File: config.mk
export PLATFORM = sky130hd
export DESIGN_NAME = psra_alu
export DESIGN_NICKNAME = d
export VERILOG_FILES = /design/src/rtl/psra_pkg.sv /design/src/rtl/psra_alu.sv
export SDC_FILE = /design/constraint.sdc
export NUM_CORES = 2
export LEC_CHECK = 0
export ABC_AREA = 1
export BUFFER_PORTS_ARGS = -buffer_cell sky130_fd_sc_hd__buf_4
export CAP_MARGIN = 15
export CELL_PAD_IN_SITES_DETAIL_PLACEMENT = 1
export CELL_PAD_IN_SITES_GLOBAL_PLACEMENT = 1
export CORE_MARGIN = 1.5
export CORE_UTILIZATION = 48
export CTS_CLUSTER_DIAMETER = 150
export DETAILED_ROUTE_END_ITERATION = 16
export GPL_TIMING_DRIVEN = 1
export HOLD_SLACK_MARGIN = 0.06
export PLACE_DENSITY = 0.8
export REMOVE_ABC_BUFFERS = 1
export SYNTH_ARGS = -nofsm -noshare
export SYNTH_HDL_FRONTEND = slang
export SYNTH_SLANG_ARGS = --single-unit
File: constraint.sdc
create_clock -name clock -period 11.16 [get_ports clock]
set_input_delay 0 -clock clock [delete_from_list [all_inputs] [get_ports clock]]
set_output_delay 0 -clock clock [all_outputs]
set_load 0.01 [all_outputs]
File: src/rtl/psra_pkg.sv
`timescale 1ns / 1ps
package psra_pkg;

   localparam int FRAC_BITS   = 32;
   localparam int MAX_NODES_S = 1024;
   localparam int MAX_NODES_V = 1024;

   localparam logic [10:0] NS_MAX = 11'(MAX_NODES_S);
   localparam logic [10:0] NV_MAX = 11'(MAX_NODES_V);

   localparam logic [63:0] FX_ONE  = 64'd1 << FRAC_BITS;
   localparam logic [63:0] FX_HALF = FX_ONE >> 1;
   localparam logic [63:0] FX_TWO  = FX_ONE << 1;
   localparam logic [63:0] SAT_MAX = {1'b0, {63{1'b1}}};
   localparam logic [63:0] SAT_MIN = {1'b1, 63'd0};

   typedef enum logic [2:0] {
      OP_ADD, OP_SUB, OP_NEG, OP_MUL, OP_DIV, OP_EMIT
   } alu_op_type;

   typedef enum logic [3:0] {
      COL_BL, COL_B, COL_BR, COL_L, COL_C, COL_R, COL_AL, COL_A, COL_AR
   } col_type;

   typedef enum logic [2:0] {
      REG_NODES_S, REG_NODES_V, REG_RATE, REG_KAPPA, REG_THETA, REG_XI, REG_RHO
   } csr_reg_type;

   typedef enum logic [2:0] {
      SQ_IDLE, SQ_DECODE, SQ_FETCH, SQ_OPER, SQ_WAIT, SQ_EMIT
   } seq_state_type;

   typedef enum logic [2:0] {
      ALU_IDLE, ALU_MUL, ALU_MFIN, ALU_DIV
   } alu_state_type;

   typedef logic [5:0] opnd_type;

   // scratch slots
   localparam opnd_type T_HSM   = 6'd0;
   localparam opnd_type T_HSP   = 6'd1;
   localparam opnd_type T_HVM   = 6'd2;
   localparam opnd_type T_HVP   = 6'd3;
   localparam opnd_type T_DS    = 6'd4;
   localparam opnd_type T_DV    = 6'd5;
   localparam opnd_type T_ASS2  = 6'd6;
   localparam opnd_type T_AVV2  = 6'd7;
   localparam opnd_type T_AS    = 6'd8;
   localparam opnd_type T_AV    = 6'd9;
   localparam opnd_type T_AMIX  = 6'd10;
   localparam opnd_type T_CIM   = 6'd11;
   localparam opnd_type T_CIP   = 6'd12;
   localparam opnd_type T_CJM   = 6'd13;
   localparam opnd_type T_CJP   = 6'd14;
   localparam opnd_type T_DGS   = 6'd15;
   localparam opnd_type T_CDG   = 6'd16;
   localparam opnd_type T_CMX   = 6'd17;
   localparam opnd_type T_NCMX  = 6'd18;
   localparam opnd_type T_W1    = 6'd19;
   localparam opnd_type T_W2    = 6'd20;
   localparam opnd_type T_ADVS  = 6'd21;
   localparam opnd_type T_ADVV  = 6'd22;
   localparam opnd_type T_NADVS = 6'd23;
   localparam opnd_type T_SDG   = 6'd24;
   localparam opnd_type T_NONE  = 6'd31;
   // fixed sources
   localparam opnd_type S_ONE   = 6'd32;
   localparam opnd_type S_HALF  = 6'd33;
   localparam opnd_type S_TWO   = 6'd34;
   localparam opnd_type S_RATE  = 6'd35;
   localparam opnd_type S_KAPPA = 6'd36;
   localparam opnd_type S_THETA = 6'd37;
   localparam opnd_type S_XI    = 6'd38;
   localparam opnd_type S_RHO   = 6'd39;
   localparam opnd_type S_SL    = 6'd40;
   localparam opnd_type S_SH    = 6'd41;
   localparam opnd_type S_SR    = 6'd42;
   localparam opnd_type S_VB    = 6'd43;
   localparam opnd_type S_VH    = 6'd44;
   localparam opnd_type S_VA    = 6'd45;

   localparam logic [6:0] PC_BOUND = 7'd0;
   localparam logic [6:0] PC_SOUTH = 7'd1;
   localparam logic [6:0] PC_INT   = 7'd13;

   typedef struct packed {
      alu_op_type op;
      opnd_type   dst;
      opnd_type   src_a;
      opnd_type   src_b;
      col_type    col;
      logic       last;
   } uop_type;

   typedef struct packed {
      logic        start;
      alu_op_type  op;
      logic [63:0] a;
      logic [63:0] b;
   } alu_req_type;

   typedef struct packed {
      logic        done;
      logic [63:0] result;
   } alu_rsp_type;

   typedef struct packed {
      logic [10:0] nodes_s;
      logic [10:0] nodes_v;
      logic [63:0] rate;
      logic [63:0] reversion_speed;
      logic [63:0] long_run_variance;
      logic [63:0] vol_of_vol;
      logic [33:0] correlation;
   } cfg_type;

   function automatic logic [63:0] fx_mag(input logic [63:0] x);
      return x[63] ? (~x + 64'd1) : x;
   endfunction

   // apply sign to a magnitude, clip to the signed range
   function automatic logic [63:0] fx_sat(input logic neg, input logic [63:0] m,
                                          input logic big);
      logic [63:0] r;
      if (neg) begin
         r = (big || m[63]) ? SAT_MIN : (~m + 64'd1);
      end else begin
         r = (big || m[63]) ? SAT_MAX : m;
      end
      return r;
   endfunction

   function automatic logic [63:0] fx_add(input logic [63:0] a, input logic [63:0] b);
      logic [63:0] s;
      s = a + b;
      if (a[63] == b[63] && s[63] != a[63]) begin
         s = a[63] ? SAT_MIN : SAT_MAX;
      end
      return s;
   endfunction

   function automatic logic [63:0] fx_neg(input logic [63:0] a);
      return (a == SAT_MIN) ? SAT_MAX : (~a + 64'd1);
   endfunction

   function automatic uop_type mk_uop(input alu_op_type op, input opnd_type dst,
                                      input opnd_type a, input opnd_type b,
                                      input col_type col, input logic last);
      uop_type u;
      u.op    = op;
      u.dst   = dst;
      u.src_a = a;
      u.src_b = b;
      u.col   = col;
      u.last  = last;
      return u;
   endfunction

   // microprogram: border row, south row, interior row
   function automatic uop_type uop_rom(input logic [6:0] pc);
      uop_type u;
      case (pc)
         7'd0:  u = mk_uop(OP_EMIT, T_NONE, S_ONE, S_ONE, COL_C, 1'b1);
         7'd1:  u = mk_uop(OP_MUL, T_W1, S_RATE, S_SH, COL_C, 1'b0);
         7'd2:  u = mk_uop(OP_SUB, T_W2, S_SH, S_SL, COL_C, 1'b0);
         7'd3:  u = mk_uop(OP_DIV, T_ADVS, T_W1, T_W2, COL_C, 1'b0);
         7'd4:  u = mk_uop(OP_MUL, T_W1, S_KAPPA, S_THETA, COL_C, 1'b0);
         7'd5:  u = mk_uop(OP_SUB, T_W2, S_VA, S_VH, COL_C, 1'b0);
         7'd6:  u = mk_uop(OP_DIV, T_ADVV, T_W1, T_W2, COL_C, 1'b0);
         7'd7:  u = mk_uop(OP_NEG, T_NADVS, T_ADVS, T_ADVS, COL_C, 1'b0);
         7'd8:  u = mk_uop(OP_SUB, T_W1, T_ADVS, T_ADVV, COL_C, 1'b0);
         7'd9:  u = mk_uop(OP_SUB, T_SDG, T_W1, S_RATE, COL_C, 1'b0);
         7'd10: u = mk_uop(OP_EMIT, T_NONE, T_NADVS, T_NADVS, COL_L, 1'b0);
         7'd11: u = mk_uop(OP_EMIT, T_NONE, T_SDG, T_SDG, COL_C, 1'b0);
         7'd12: u = mk_uop(OP_EMIT, T_NONE, T_ADVV, T_ADVV, COL_A, 1'b1);
         7'd13: u = mk_uop(OP_SUB, T_HSM, S_SH, S_SL, COL_C, 1'b0);
         7'd14: u = mk_uop(OP_SUB, T_HSP, S_SR, S_SH, COL_C, 1'b0);
         7'd15: u = mk_uop(OP_SUB, T_HVM, S_VH, S_VB, COL_C, 1'b0);
         7'd16: u = mk_uop(OP_SUB, T_HVP, S_VA, S_VH, COL_C, 1'b0);
         7'd17: u = mk_uop(OP_ADD, T_DS, T_HSM, T_HSP, COL_C, 1'b0);
         7'd18: u = mk_uop(OP_ADD, T_DV, T_HVM, T_HVP, COL_C, 1'b0);
         7'd19: u = mk_uop(OP_MUL, T_W1, S_VH, S_SH, COL_C, 1'b0);
         7'd20: u = mk_uop(OP_MUL, T_W1, T_W1, S_SH, COL_C, 1'b0);
         7'd21: u = mk_uop(OP_MUL, T_W1, S_HALF, T_W1, COL_C, 1'b0);
         7'd22: u = mk_uop(OP_MUL, T_ASS2, S_TWO, T_W1, COL_C, 1'b0);
         7'd23: u = mk_uop(OP_MUL, T_W1, S_XI, S_XI, COL_C, 1'b0);
         7'd24: u = mk_uop(OP_MUL, T_W1, T_W1, S_VH, COL_C, 1'b0);
         7'd25: u = mk_uop(OP_MUL, T_W1, S_HALF, T_W1, COL_C, 1'b0);
         7'd26: u = mk_uop(OP_MUL, T_AVV2, S_TWO, T_W1, COL_C, 1'b0);
         7'd27: u = mk_uop(OP_MUL, T_AS, S_RATE, S_SH, COL_C, 1'b0);
         7'd28: u = mk_uop(OP_SUB, T_W1, S_THETA, S_VH, COL_C, 1'b0);
         7'd29: u = mk_uop(OP_MUL, T_AV, S_KAPPA, T_W1, COL_C, 1'b0);
         7'd30: u = mk_uop(OP_MUL, T_W1, S_RHO, S_XI, COL_C, 1'b0);
         7'd31: u = mk_uop(OP_MUL, T_W1, T_W1, S_VH, COL_C, 1'b0);
         7'd32: u = mk_uop(OP_MUL, T_AMIX, T_W1, S_SH, COL_C, 1'b0);
         7'd33: u = mk_uop(OP_MUL, T_W1, T_AS, T_HSP, COL_C, 1'b0);
         7'd34: u = mk_uop(OP_SUB, T_W1, T_ASS2, T_W1, COL_C, 1'b0);
         7'd35: u = mk_uop(OP_DIV, T_W1, T_W1, T_HSM, COL_C, 1'b0);
         7'd36: u = mk_uop(OP_DIV, T_CIM, T_W1, T_DS, COL_C, 1'b0);
         7'd37: u = mk_uop(OP_MUL, T_W1, T_AS, T_HSM, COL_C, 1'b0);
         7'd38: u = mk_uop(OP_ADD, T_W1, T_ASS2, T_W1, COL_C, 1'b0);
         7'd39: u = mk_uop(OP_DIV, T_W1, T_W1, T_HSP, COL_C, 1'b0);
         7'd40: u = mk_uop(OP_DIV, T_CIP, T_W1, T_DS, COL_C, 1'b0);
         7'd41: u = mk_uop(OP_MUL, T_W1, T_AV, T_HVP, COL_C, 1'b0);
         7'd42: u = mk_uop(OP_SUB, T_W1, T_AVV2, T_W1, COL_C, 1'b0);
         7'd43: u = mk_uop(OP_DIV, T_W1, T_W1, T_HVM, COL_C, 1'b0);
         7'd44: u = mk_uop(OP_DIV, T_CJM, T_W1, T_DV, COL_C, 1'b0);
         7'd45: u = mk_uop(OP_MUL, T_W1, T_AV, T_HVM, COL_C, 1'b0);
         7'd46: u = mk_uop(OP_ADD, T_W1, T_AVV2, T_W1, COL_C, 1'b0);
         7'd47: u = mk_uop(OP_DIV, T_W1, T_W1, T_HVP, COL_C, 1'b0);
         7'd48: u = mk_uop(OP_DIV, T_CJP, T_W1, T_DV, COL_C, 1'b0);
         7'd49: u = mk_uop(OP_SUB, T_W1, T_HSP, T_HSM, COL_C, 1'b0);
         7'd50: u = mk_uop(OP_MUL, T_W1, T_AS, T_W1, COL_C, 1'b0);
         7'd51: u = mk_uop(OP_NEG, T_W2, T_ASS2, T_ASS2, COL_C, 1'b0);
         7'd52: u = mk_uop(OP_ADD, T_W1, T_W2, T_W1, COL_C, 1'b0);
         7'd53: u = mk_uop(OP_DIV, T_W1, T_W1, T_HSM, COL_C, 1'b0);
         7'd54: u = mk_uop(OP_DIV, T_DGS, T_W1, T_HSP, COL_C, 1'b0);
         7'd55: u = mk_uop(OP_SUB, T_W1, T_HVP, T_HVM, COL_C, 1'b0);
         7'd56: u = mk_uop(OP_MUL, T_W1, T_AV, T_W1, COL_C, 1'b0);
         7'd57: u = mk_uop(OP_NEG, T_W2, T_AVV2, T_AVV2, COL_C, 1'b0);
         7'd58: u = mk_uop(OP_ADD, T_W1, T_W2, T_W1, COL_C, 1'b0);
         7'd59: u = mk_uop(OP_DIV, T_W1, T_W1, T_HVM, COL_C, 1'b0);
         7'd60: u = mk_uop(OP_DIV, T_W1, T_W1, T_HVP, COL_C, 1'b0);
         7'd61: u = mk_uop(OP_ADD, T_W1, T_DGS, T_W1, COL_C, 1'b0);
         7'd62: u = mk_uop(OP_SUB, T_CDG, T_W1, S_RATE, COL_C, 1'b0);
         7'd63: u = mk_uop(OP_DIV, T_W1, T_AMIX, T_DS, COL_C, 1'b0);
         7'd64: u = mk_uop(OP_DIV, T_CMX, T_W1, T_DV, COL_C, 1'b0);
         7'd65: u = mk_uop(OP_NEG, T_NCMX, T_CMX, T_CMX, COL_C, 1'b0);
         7'd66: u = mk_uop(OP_EMIT, T_NONE, T_CMX, T_CMX, COL_BL, 1'b0);
         7'd67: u = mk_uop(OP_EMIT, T_NONE, T_CJM, T_CJM, COL_B, 1'b0);
         7'd68: u = mk_uop(OP_EMIT, T_NONE, T_NCMX, T_NCMX, COL_BR, 1'b0);
         7'd69: u = mk_uop(OP_EMIT, T_NONE, T_CIM, T_CIM, COL_L, 1'b0);
         7'd70: u = mk_uop(OP_EMIT, T_NONE, T_CDG, T_CDG, COL_C, 1'b0);
         7'd71: u = mk_uop(OP_EMIT, T_NONE, T_CIP, T_CIP, COL_R, 1'b0);
         7'd72: u = mk_uop(OP_EMIT, T_NONE, T_NCMX, T_NCMX, COL_AL, 1'b0);
         7'd73: u = mk_uop(OP_EMIT, T_NONE, T_CJP, T_CJP, COL_A, 1'b0);
         7'd74: u = mk_uop(OP_EMIT, T_NONE, T_CMX, T_CMX, COL_AR, 1'b1);
         default: u = mk_uop(OP_EMIT, T_NONE, S_ONE, S_ONE, COL_C, 1'b1);
      endcase
      return u;
   endfunction

endpackage

File: src/rtl/psra_alu.sv
`timescale 1ns / 1ps
module psra_alu (
   input  logic                  clock,
   input  logic                  reset,
   input  psra_pkg::alu_req_type alu_req,
   output psra_pkg::alu_rsp_type alu_rsp
);
   import psra_pkg::*;

   alu_state_type state_ff, state_in;
   logic [5:0]    cnt_ff, cnt_in;
   logic          neg_ff, neg_in;
   logic          done_ff, done_in;
   logic [63:0]   x_ff, x_in, y_ff, y_in, pp_ff, pp_in;
   logic [63:0]   rem_ff, rem_in, lo_ff, lo_in, q_ff, q_in, res_ff, res_in;
   logic [127:0]  acc_ff, acc_in, pp_sh;
   logic [63:0]   a_mag, b_mag, a_hi, q_next;
   logic [31:0]   xh, yh;
   logic [1:0]    pk;
   logic [64:0]   rem_sh, rem_sub;
   logic          take;

   always_comb begin
      a_mag   = fx_mag(alu_req.a);
      b_mag   = fx_mag(alu_req.b);
      a_hi    = a_mag >> (64 - FRAC_BITS);
      // partial product select: x half by pk[1], y half by pk[0]
      pk      = cnt_ff[2:1];
      xh      = pk[1] ? x_ff[63:32] : x_ff[31:0];
      yh      = pk[0] ? y_ff[63:32] : y_ff[31:0];
      case (pk)
         2'd0:    pp_sh = {64'd0, pp_ff};
         2'd3:    pp_sh = {pp_ff, 64'd0};
         default: pp_sh = {32'd0, pp_ff, 32'd0};
      endcase
      // one restoring division step
      rem_sh  = {rem_ff, lo_ff[63]};
      rem_sub = rem_sh - {1'b0, y_ff};
      take    = (rem_sh >= {1'b0, y_ff});
      q_next  = {q_ff[62:0], take};

      state_in = state_ff;
      cnt_in   = cnt_ff;
      neg_in   = neg_ff;
      x_in     = x_ff;
      y_in     = y_ff;
      pp_in    = pp_ff;
      acc_in   = acc_ff;
      rem_in   = rem_ff;
      lo_in    = lo_ff;
      q_in     = q_ff;
      res_in   = res_ff;
      done_in  = 1'b0;

      case (state_ff)
         ALU_IDLE: begin
            if (alu_req.start) begin
               neg_in = alu_req.a[63] ^ alu_req.b[63];
               cnt_in = 6'd0;
               case (alu_req.op)
                  OP_ADD: begin
                     res_in  = fx_add(alu_req.a, alu_req.b);
                     done_in = 1'b1;
                  end
                  OP_SUB: begin
                     res_in  = fx_add(alu_req.a, fx_neg(alu_req.b));
                     done_in = 1'b1;
                  end
                  OP_NEG: begin
                     res_in  = fx_neg(alu_req.a);
                     done_in = 1'b1;
                  end
                  OP_MUL: begin
                     x_in     = a_mag;
                     y_in     = b_mag;
                     acc_in   = '0;
                     state_in = ALU_MUL;
                  end
                  OP_DIV: begin
                     if (a_mag == 64'd0) begin
                        res_in  = 64'd0;
                        done_in = 1'b1;
                     end else if (b_mag == 64'd0) begin
                        res_in  = alu_req.a[63] ? SAT_MIN : SAT_MAX;
                        done_in = 1'b1;
                     end else if (a_hi >= b_mag) begin
                        res_in  = (alu_req.a[63] ^ alu_req.b[63]) ? SAT_MIN : SAT_MAX;
                        done_in = 1'b1;
                     end else begin
                        rem_in   = a_hi;
                        lo_in    = a_mag << FRAC_BITS;
                        y_in     = b_mag;
                        q_in     = 64'd0;
                        state_in = ALU_DIV;
                     end
                  end
                  default: begin
                     res_in  = 64'd0;
                     done_in = 1'b1;
                  end
               endcase
            end
         end
         ALU_MUL: begin
            // even cycle: multiply a half pair; odd cycle: accumulate it
            if (!cnt_ff[0]) begin
               pp_in = xh * yh;
            end else begin
               acc_in = acc_ff + pp_sh;
            end
            cnt_in = cnt_ff + 6'd1;
            if (cnt_ff == 6'd7) begin
               state_in = ALU_MFIN;
            end
         end
         ALU_MFIN: begin
            res_in   = fx_sat(neg_ff, acc_ff[FRAC_BITS+63:FRAC_BITS],
                              |acc_ff[127:FRAC_BITS+64]);
            done_in  = 1'b1;
            state_in = ALU_IDLE;
         end
         ALU_DIV: begin
            rem_in = take ? rem_sub[63:0] : rem_sh[63:0];
            lo_in  = lo_ff << 1;
            q_in   = q_next;
            cnt_in = cnt_ff + 6'd1;
            if (cnt_ff == 6'd63) begin
               res_in   = fx_sat(neg_ff, q_next, 1'b0);
               done_in  = 1'b1;
               state_in = ALU_IDLE;
            end
         end
         default: state_in = ALU_IDLE;
      endcase
   end

   always_ff @(posedge clock) begin
      if (reset) begin
         state_ff <= ALU_IDLE;
         done_ff  <= 1'b0;
         cnt_ff   <= 6'd0;
      end else begin
         state_ff <= state_in;
         done_ff  <= done_in;
         cnt_ff   <= cnt_in;
      end
   end

   // hold datapath operands
   always_ff @(posedge clock) begin
      neg_ff <= neg_in;
      x_ff   <= x_in;
      y_ff   <= y_in;
      pp_ff  <= pp_in;
      acc_ff <= acc_in;
      rem_ff <= rem_in;
      lo_ff  <= lo_in;
      q_ff   <= q_in;
      res_ff <= res_in;
   end

   assign alu_rsp.done   = done_ff;
   assign alu_rsp.result = res_ff;

endmodule

==> results of run 1 <==
-- routing by layer --
metal / overflow / track usage
met1: 45 / 0.725
met2: 130 / 0.825
met3: 37 / 0.448
met4: 82 / 0.492
met5: 5 / 0.238
-- cell usage after synthesis (12+ instances only) --
library cell	number
a21o_1	33
nand3_2	19
a31oi_1	105
nor2_1	2102
or2_2	43
clkinv_1	32
o211ai_1	51
nand3b_1	24
o21ai_1	62
buf_2	24
nor2_2	27
nand4_1	87
inv_1	2346
nand2_1	2835
fa_1	900
nor4_1	76
ha_1	621
o21ai_0	806
nor3_1	127
nand2_2	19
a21oi_1	868
o21bai_1	65
o21a_1	80
o311ai_0	26
nand3_1	520
buf_1	39
nor2_4	15
xor2_1	160
clkbuf_1	305
o22ai_1	69
xnor2_1	113
o31ai_1	13
edfxtp_1	544
a21boi_0	42
a221oi_1	12
-- what timing repair did --
action | CTS
endpoints found under the hold margin | 129
hold buffers | 104
gates resized for setup | 0
-- through the flow --
step	instance area [sq um]	TNS (ns)	hold slack (ns)	util	instances
4_1_cts	99700	0	0.0681	0.524	16000
3_5_place_dp	96300	0	0.219	0.506	15800
3_3_place_gp	96300	0	0.218	0.506	15800
2_1_floorplan	90400	-159.03	0.0691	-	12900
-- cells by family after synthesis --
kind of cell / Yosys count
AND/OR/NAND/NOR: 5932
XOR/XNOR: 273
adder cells (fa/ha/maj): 1521
AO/OA/AOI/OAI: 2270
buffers and inverters: 2762
flip-flops: 553
==> summary.md, run 1 <==
| Metric | Value |
|---|---|
| Port Buf Inserts | 198 |
| Die W | 441 um |
| Simple-gate portion of the synthesized area | 0.263 |
| DP Wirelength | 423,000 um |
| Die Height | 441 um |
| Clock buffer count from CTS | 72 |
| Synthesized instance count | 13,300 |
| Placer congestion estimate | 1.15 |
| Largest cells by area after synthesis | fa_1 (20%), edfxtp_1 (18%), nand2_1 (12%), inv_1 (9.6%), nor2_1 (8.6%) |
| Worst endpoint type | register input |
| Num ports | 199 |
| Fraction of registers with async set/reset | 0 |
| Yosys warns | 0 |
| XOR/XNOR share of the synthesized area | 0.0260 |
| Avg Synthesized Cell Area | 6.91 sq um |
| Clk buf depth | 3 |
| Htree depth | 3 |
| Initial antenna violation count | 111 |
| Initial Util | 0.483 |
| Status | stopped before the end |
| Post-synth top area share | 0.196 |
| Total global-route track usage | 0.649 |
| GRT worst endpoint | pp_ff[61]$_DFFE_PP_/D |
| DP Worst Slack | 1.46 ns |
| Cell Area, Synth | 91,900 sq um |
| Rows | 160 |
| Ys flop type | edfxtp_1 |
| Leading area contributor after synthesis | fa_1 |
| Sink Count | 553 |
| Failed at | global routing |
| First error | [ERROR GRT-0232] Routing congestion too high. Check the congestion heatmap in the GUI. |
| Largest family of logic cells by synthesized area | adder cells |
| Post-CTS setup buffer count | 0 |
| Largest net degree at the start of global routing | 93 |
| Sequential area share after synthesis | 0.180 |
| Post-synthesis compound-gate area fraction | 0.137 |
| Number of flops mapped to enable cells by yosys | 544 |
| #FFs+latches synth | 553 |
| GRT Residual Overflow | 299 |
| Post-synth cell types | 62 |
| Post-synthesis mux area share | 0 |
| Post-synthesis adder-cell area fraction | 0.281 |
| Clock root cell | clkbuf_16 |
==> run 2, diff against run 1 <==
--- a/config.mk
+++ b/config.mk
@@ -8,15 +8,11 @@
 export ABC_AREA = 1
 export BUFFER_PORTS_ARGS = -buffer_cell sky130_fd_sc_hd__buf_4
 export CAP_MARGIN = 15
-export CELL_PAD_IN_SITES_DETAIL_PLACEMENT = 1
-export CELL_PAD_IN_SITES_GLOBAL_PLACEMENT = 1
 export CORE_MARGIN = 1.5
-export CORE_UTILIZATION = 48
-export CTS_CLUSTER_DIAMETER = 150
+export CORE_UTILIZATION = 35
 export DETAILED_ROUTE_END_ITERATION = 16
 export GPL_TIMING_DRIVEN = 1
-export HOLD_SLACK_MARGIN = 0.06
-export PLACE_DENSITY = 0.8
+export PLACE_DENSITY_LB_ADDON = 0.15
 export REMOVE_ABC_BUFFERS = 1
 export SYNTH_ARGS = -nofsm -noshare
 export SYNTH_HDL_FRONTEND = slang
==> run 2 against run 1 <==
Effect of this change:
- the run now ends clean
- synthesized area unchanged
- synthesized cell count is the same
==> summary.md, run 2 <==
| Metric | Value |
|---|---|
| Clock buffer count from CTS | 73 |
| Post-synthesis adder-cell area fraction | 0.281 |
| GRT Residual Overflow | 0 |
| CP Max Fanout | 68 |
| Num ports | 199 |
| Placer congestion estimate | 1.06 |
| 1st-pass router iterations | 7 |
| DRC violations left | 0 |
| Via count | 93,900 |
| Largest net degree at the start of global routing | 94 |
| Clk buf depth | 3 |
| Ys flop type | edfxtp_1 |
| Cell mode on critical path | fa_1 |
| Routed length on met2 | 184,000 um |
| Largest family of logic cells by synthesized area | adder cells |
| Layout cells sized above 1 | 0.0511 |
| Crit Path Category | reg2reg |
| Number of fillers in the final layout | 28,600 |
| Most instantiated library cell after synthesis | nand2_1 |
| Clock root cell | clkbuf_16 |
| Biggest register | acc_ff |
| Final setup viols | 0 |
| Post-synthesis mux area share | 0 |
| Sink Count | 553 |
| Largest register FFs | 128 |
| Largest cells by area after synthesis | fa_1 (20%), edfxtp_1 (18%), nand2_1 (12%), inv_1 (9.6%), nor2_1 (8.6%) |
| Die Area | 266,000 sq um |
| Simple-gate portion of the synthesized area | 0.263 |
| Uppermost layer routed | met5 |
| Crit path time final | 9.53 ns |
| DP Wirelength | 390,000 um |
| Total global-route track usage | 0.344 |
| Number of flops mapped to enable cells by yosys | 544 |
| #FFs+latches synth | 553 |
| Placed Cells | 16,800 |
| Layout Nets | 15,100 |
| Routed wire length | 466,000 um |
| Tcrit/Tclk final | 0.854 |
| Slowest cell on crit path | clkinv_1 |
| Sequential area share after synthesis | 0.180 |
| Post-synth top area share | 0.196 |
| Post-synth cell types | 62 |
| Hold Vio Cnt, Final | 0 |
| Max-cap violation count | 0 |
| Cell Area, Synth | 91,900 sq um |
| Arrival @ worst endpoint | 9.97 ns |
| CP Buf/Inv Count | 5 |
| Design area | 101,000 sq um |
| Clock skew | 0.0727 ns |
| Placeable Area | 260,000 sq um |
| Initial Util | 0.353 |
| Final Slew Violations | 0 |
| First-pass GRT wire length | 655,000 um |
| Leading area contributor after synthesis | fa_1 |
| Fmax | 105 MHz |
| CP top delay family | adder cells |
| Multi-input logic area | 65,300 sq um |
| Slew @ Worst Pin | 1.48 ns |
| Worst Setup Start Kind | register |
| Worst Setup End Kind | register |
| Post-synthesis compound-gate area fraction | 0.137 |
| Vias/cell | 5.52 |
| Most common cell after layout, fill and taps aside | nand2_1 |
| Area Overhead vs Synth | 10.1% |
| Fraction of registers with async set/reset | 0 |
| Vias in the first global route | 89,700 |
| Die Height | 515 um |
| CTS tree | yes |
| Non-filler cells, final | 17,000 |
| Initial DRC count | 11,000 |
| Clk pin slew, worst setup/hold paths | 0.06 ns |
| DRT antenna net count | 0 |
| RSZ-0062 raised after global routing | false |
| Avg Synthesized Cell Area | 6.91 sq um |
| Wire per inst | 27.4 um |
| Min-delay worst type | in2reg |
| Met1 wire length | 209,000 um |
| Yosys warns | 0 |
| Max_slew headroom | 0.0163 |
| Port Buf Inserts | 198 |
| Highest cell delay on the worst timing path | 1.21 ns |
| Sequential standard cell area | 16,500 sq um |
| TNS Setup | 0 ns |
| Most frequent cells in the layout | nand2_1 (2,831), inv_1 (2,339), nor2_1 (2,096) |
| XOR/XNOR share of the synthesized area | 0.0260 |
| Initial antenna violation count | 28 |
| Synthesized instance count | 13,300 |
| WP data required | 11.60 ns |
| Routed wl met3 | 53,800 um |
| Placed cell area | 97,700 sq um |
| Rows | 187 |
| Final Core Density | 0.389 |
| Die W | 515 um |
| Htree depth | 3 |
| Most frequent cells after synthesis | nand2_1 (2,835), inv_1 (2,346), nor2_1 (2,102) |
| Worst skew pair latency | 0.74 ns |
| Status | completed |
==> run 2: cell counts after synthesis <==
Identical to the previous run, type by type.
==> run 2: metal layers <==
metal / GRT usage / vias up
met5: 0 / -
met4: 0.117 / 20
met3: 0.103 / 669
met2: 0.483 / 4623
met1: 0.496 / 45900
li1: - / 42800
==> run 2: cells by family (layout without fill, tap and decap cells) <==
logic type / after synthesis / after routing
DFF: 553 / 553
adders and majority gates: 1521 / 1521
AOI/OAI and AO/OA: 2270 / 2270
xor gates and xnor gates: 273 / 273
buffers and inverters: 2762 / 2959
other: 0 / 5
and+or+nand+nor: 5932 / 5932
==> run 2: final cells by class <==
type,count,share of cell area
antenna,5,0.000124
inverter,2386,0.0886
multi-input combinational,9996,0.645
clock inverter,54,0.00644
timing repair buffer,438,0.0348
clock buffer,81,0.0188
tap,3496,0.0432
sequential,553,0.163
==> run 2: through the flow <==
| stage | setup WS, ns | hold slack [ns] |
|---|---|---|
| 2_1_floorplan | -1.00 | 0.0691 |
| 3_3_place_gp | 1.86 | 0.264 |
| 3_5_place_dp | 1.72 | 0.260 |
| 4_1_cts | 1.70 | 0.00388 |
| 5_1_grt | 1.13 | 0.00684 |
| 6_report | 1.63 | 0.0341 |
==> run 2: repair_timing <==
action	4_1_cts	5_1_grt
hold endpoints to repair	107	0
setup buffers	0	0
hold buffers	85	0
resized for setup	0	0
==> run 2: worst paths after layout <==
path	startpoint	to	slack, ns	cells after the start
setup reg to reg	cnt_ff[1]	pp_ff[63]	1.63	29
hold reg to reg	cnt_ff[4]	cnt_ff[4]	0.51	2
hold / removal	alu_req[81]	x_ff[17]	0.03	5
setup / recovery	cnt_ff[1]	pp_ff[63]	1.63	29
==> run 2: worst reg2reg max path, delay by kind of cell, from the launching register on <==
family	cells	cell delay (ns)
adders and majority gates	9	4.27
buffers and inverters	5	1.49
DFF	1	0.94
and+or+nand+nor	12	1.70
AOI/OAI and AO/OA	3	0.88
Power of run 2 is not shown: default switching activity piles up to over one toggle a cycle in this logic, so the estimate is an artifact.
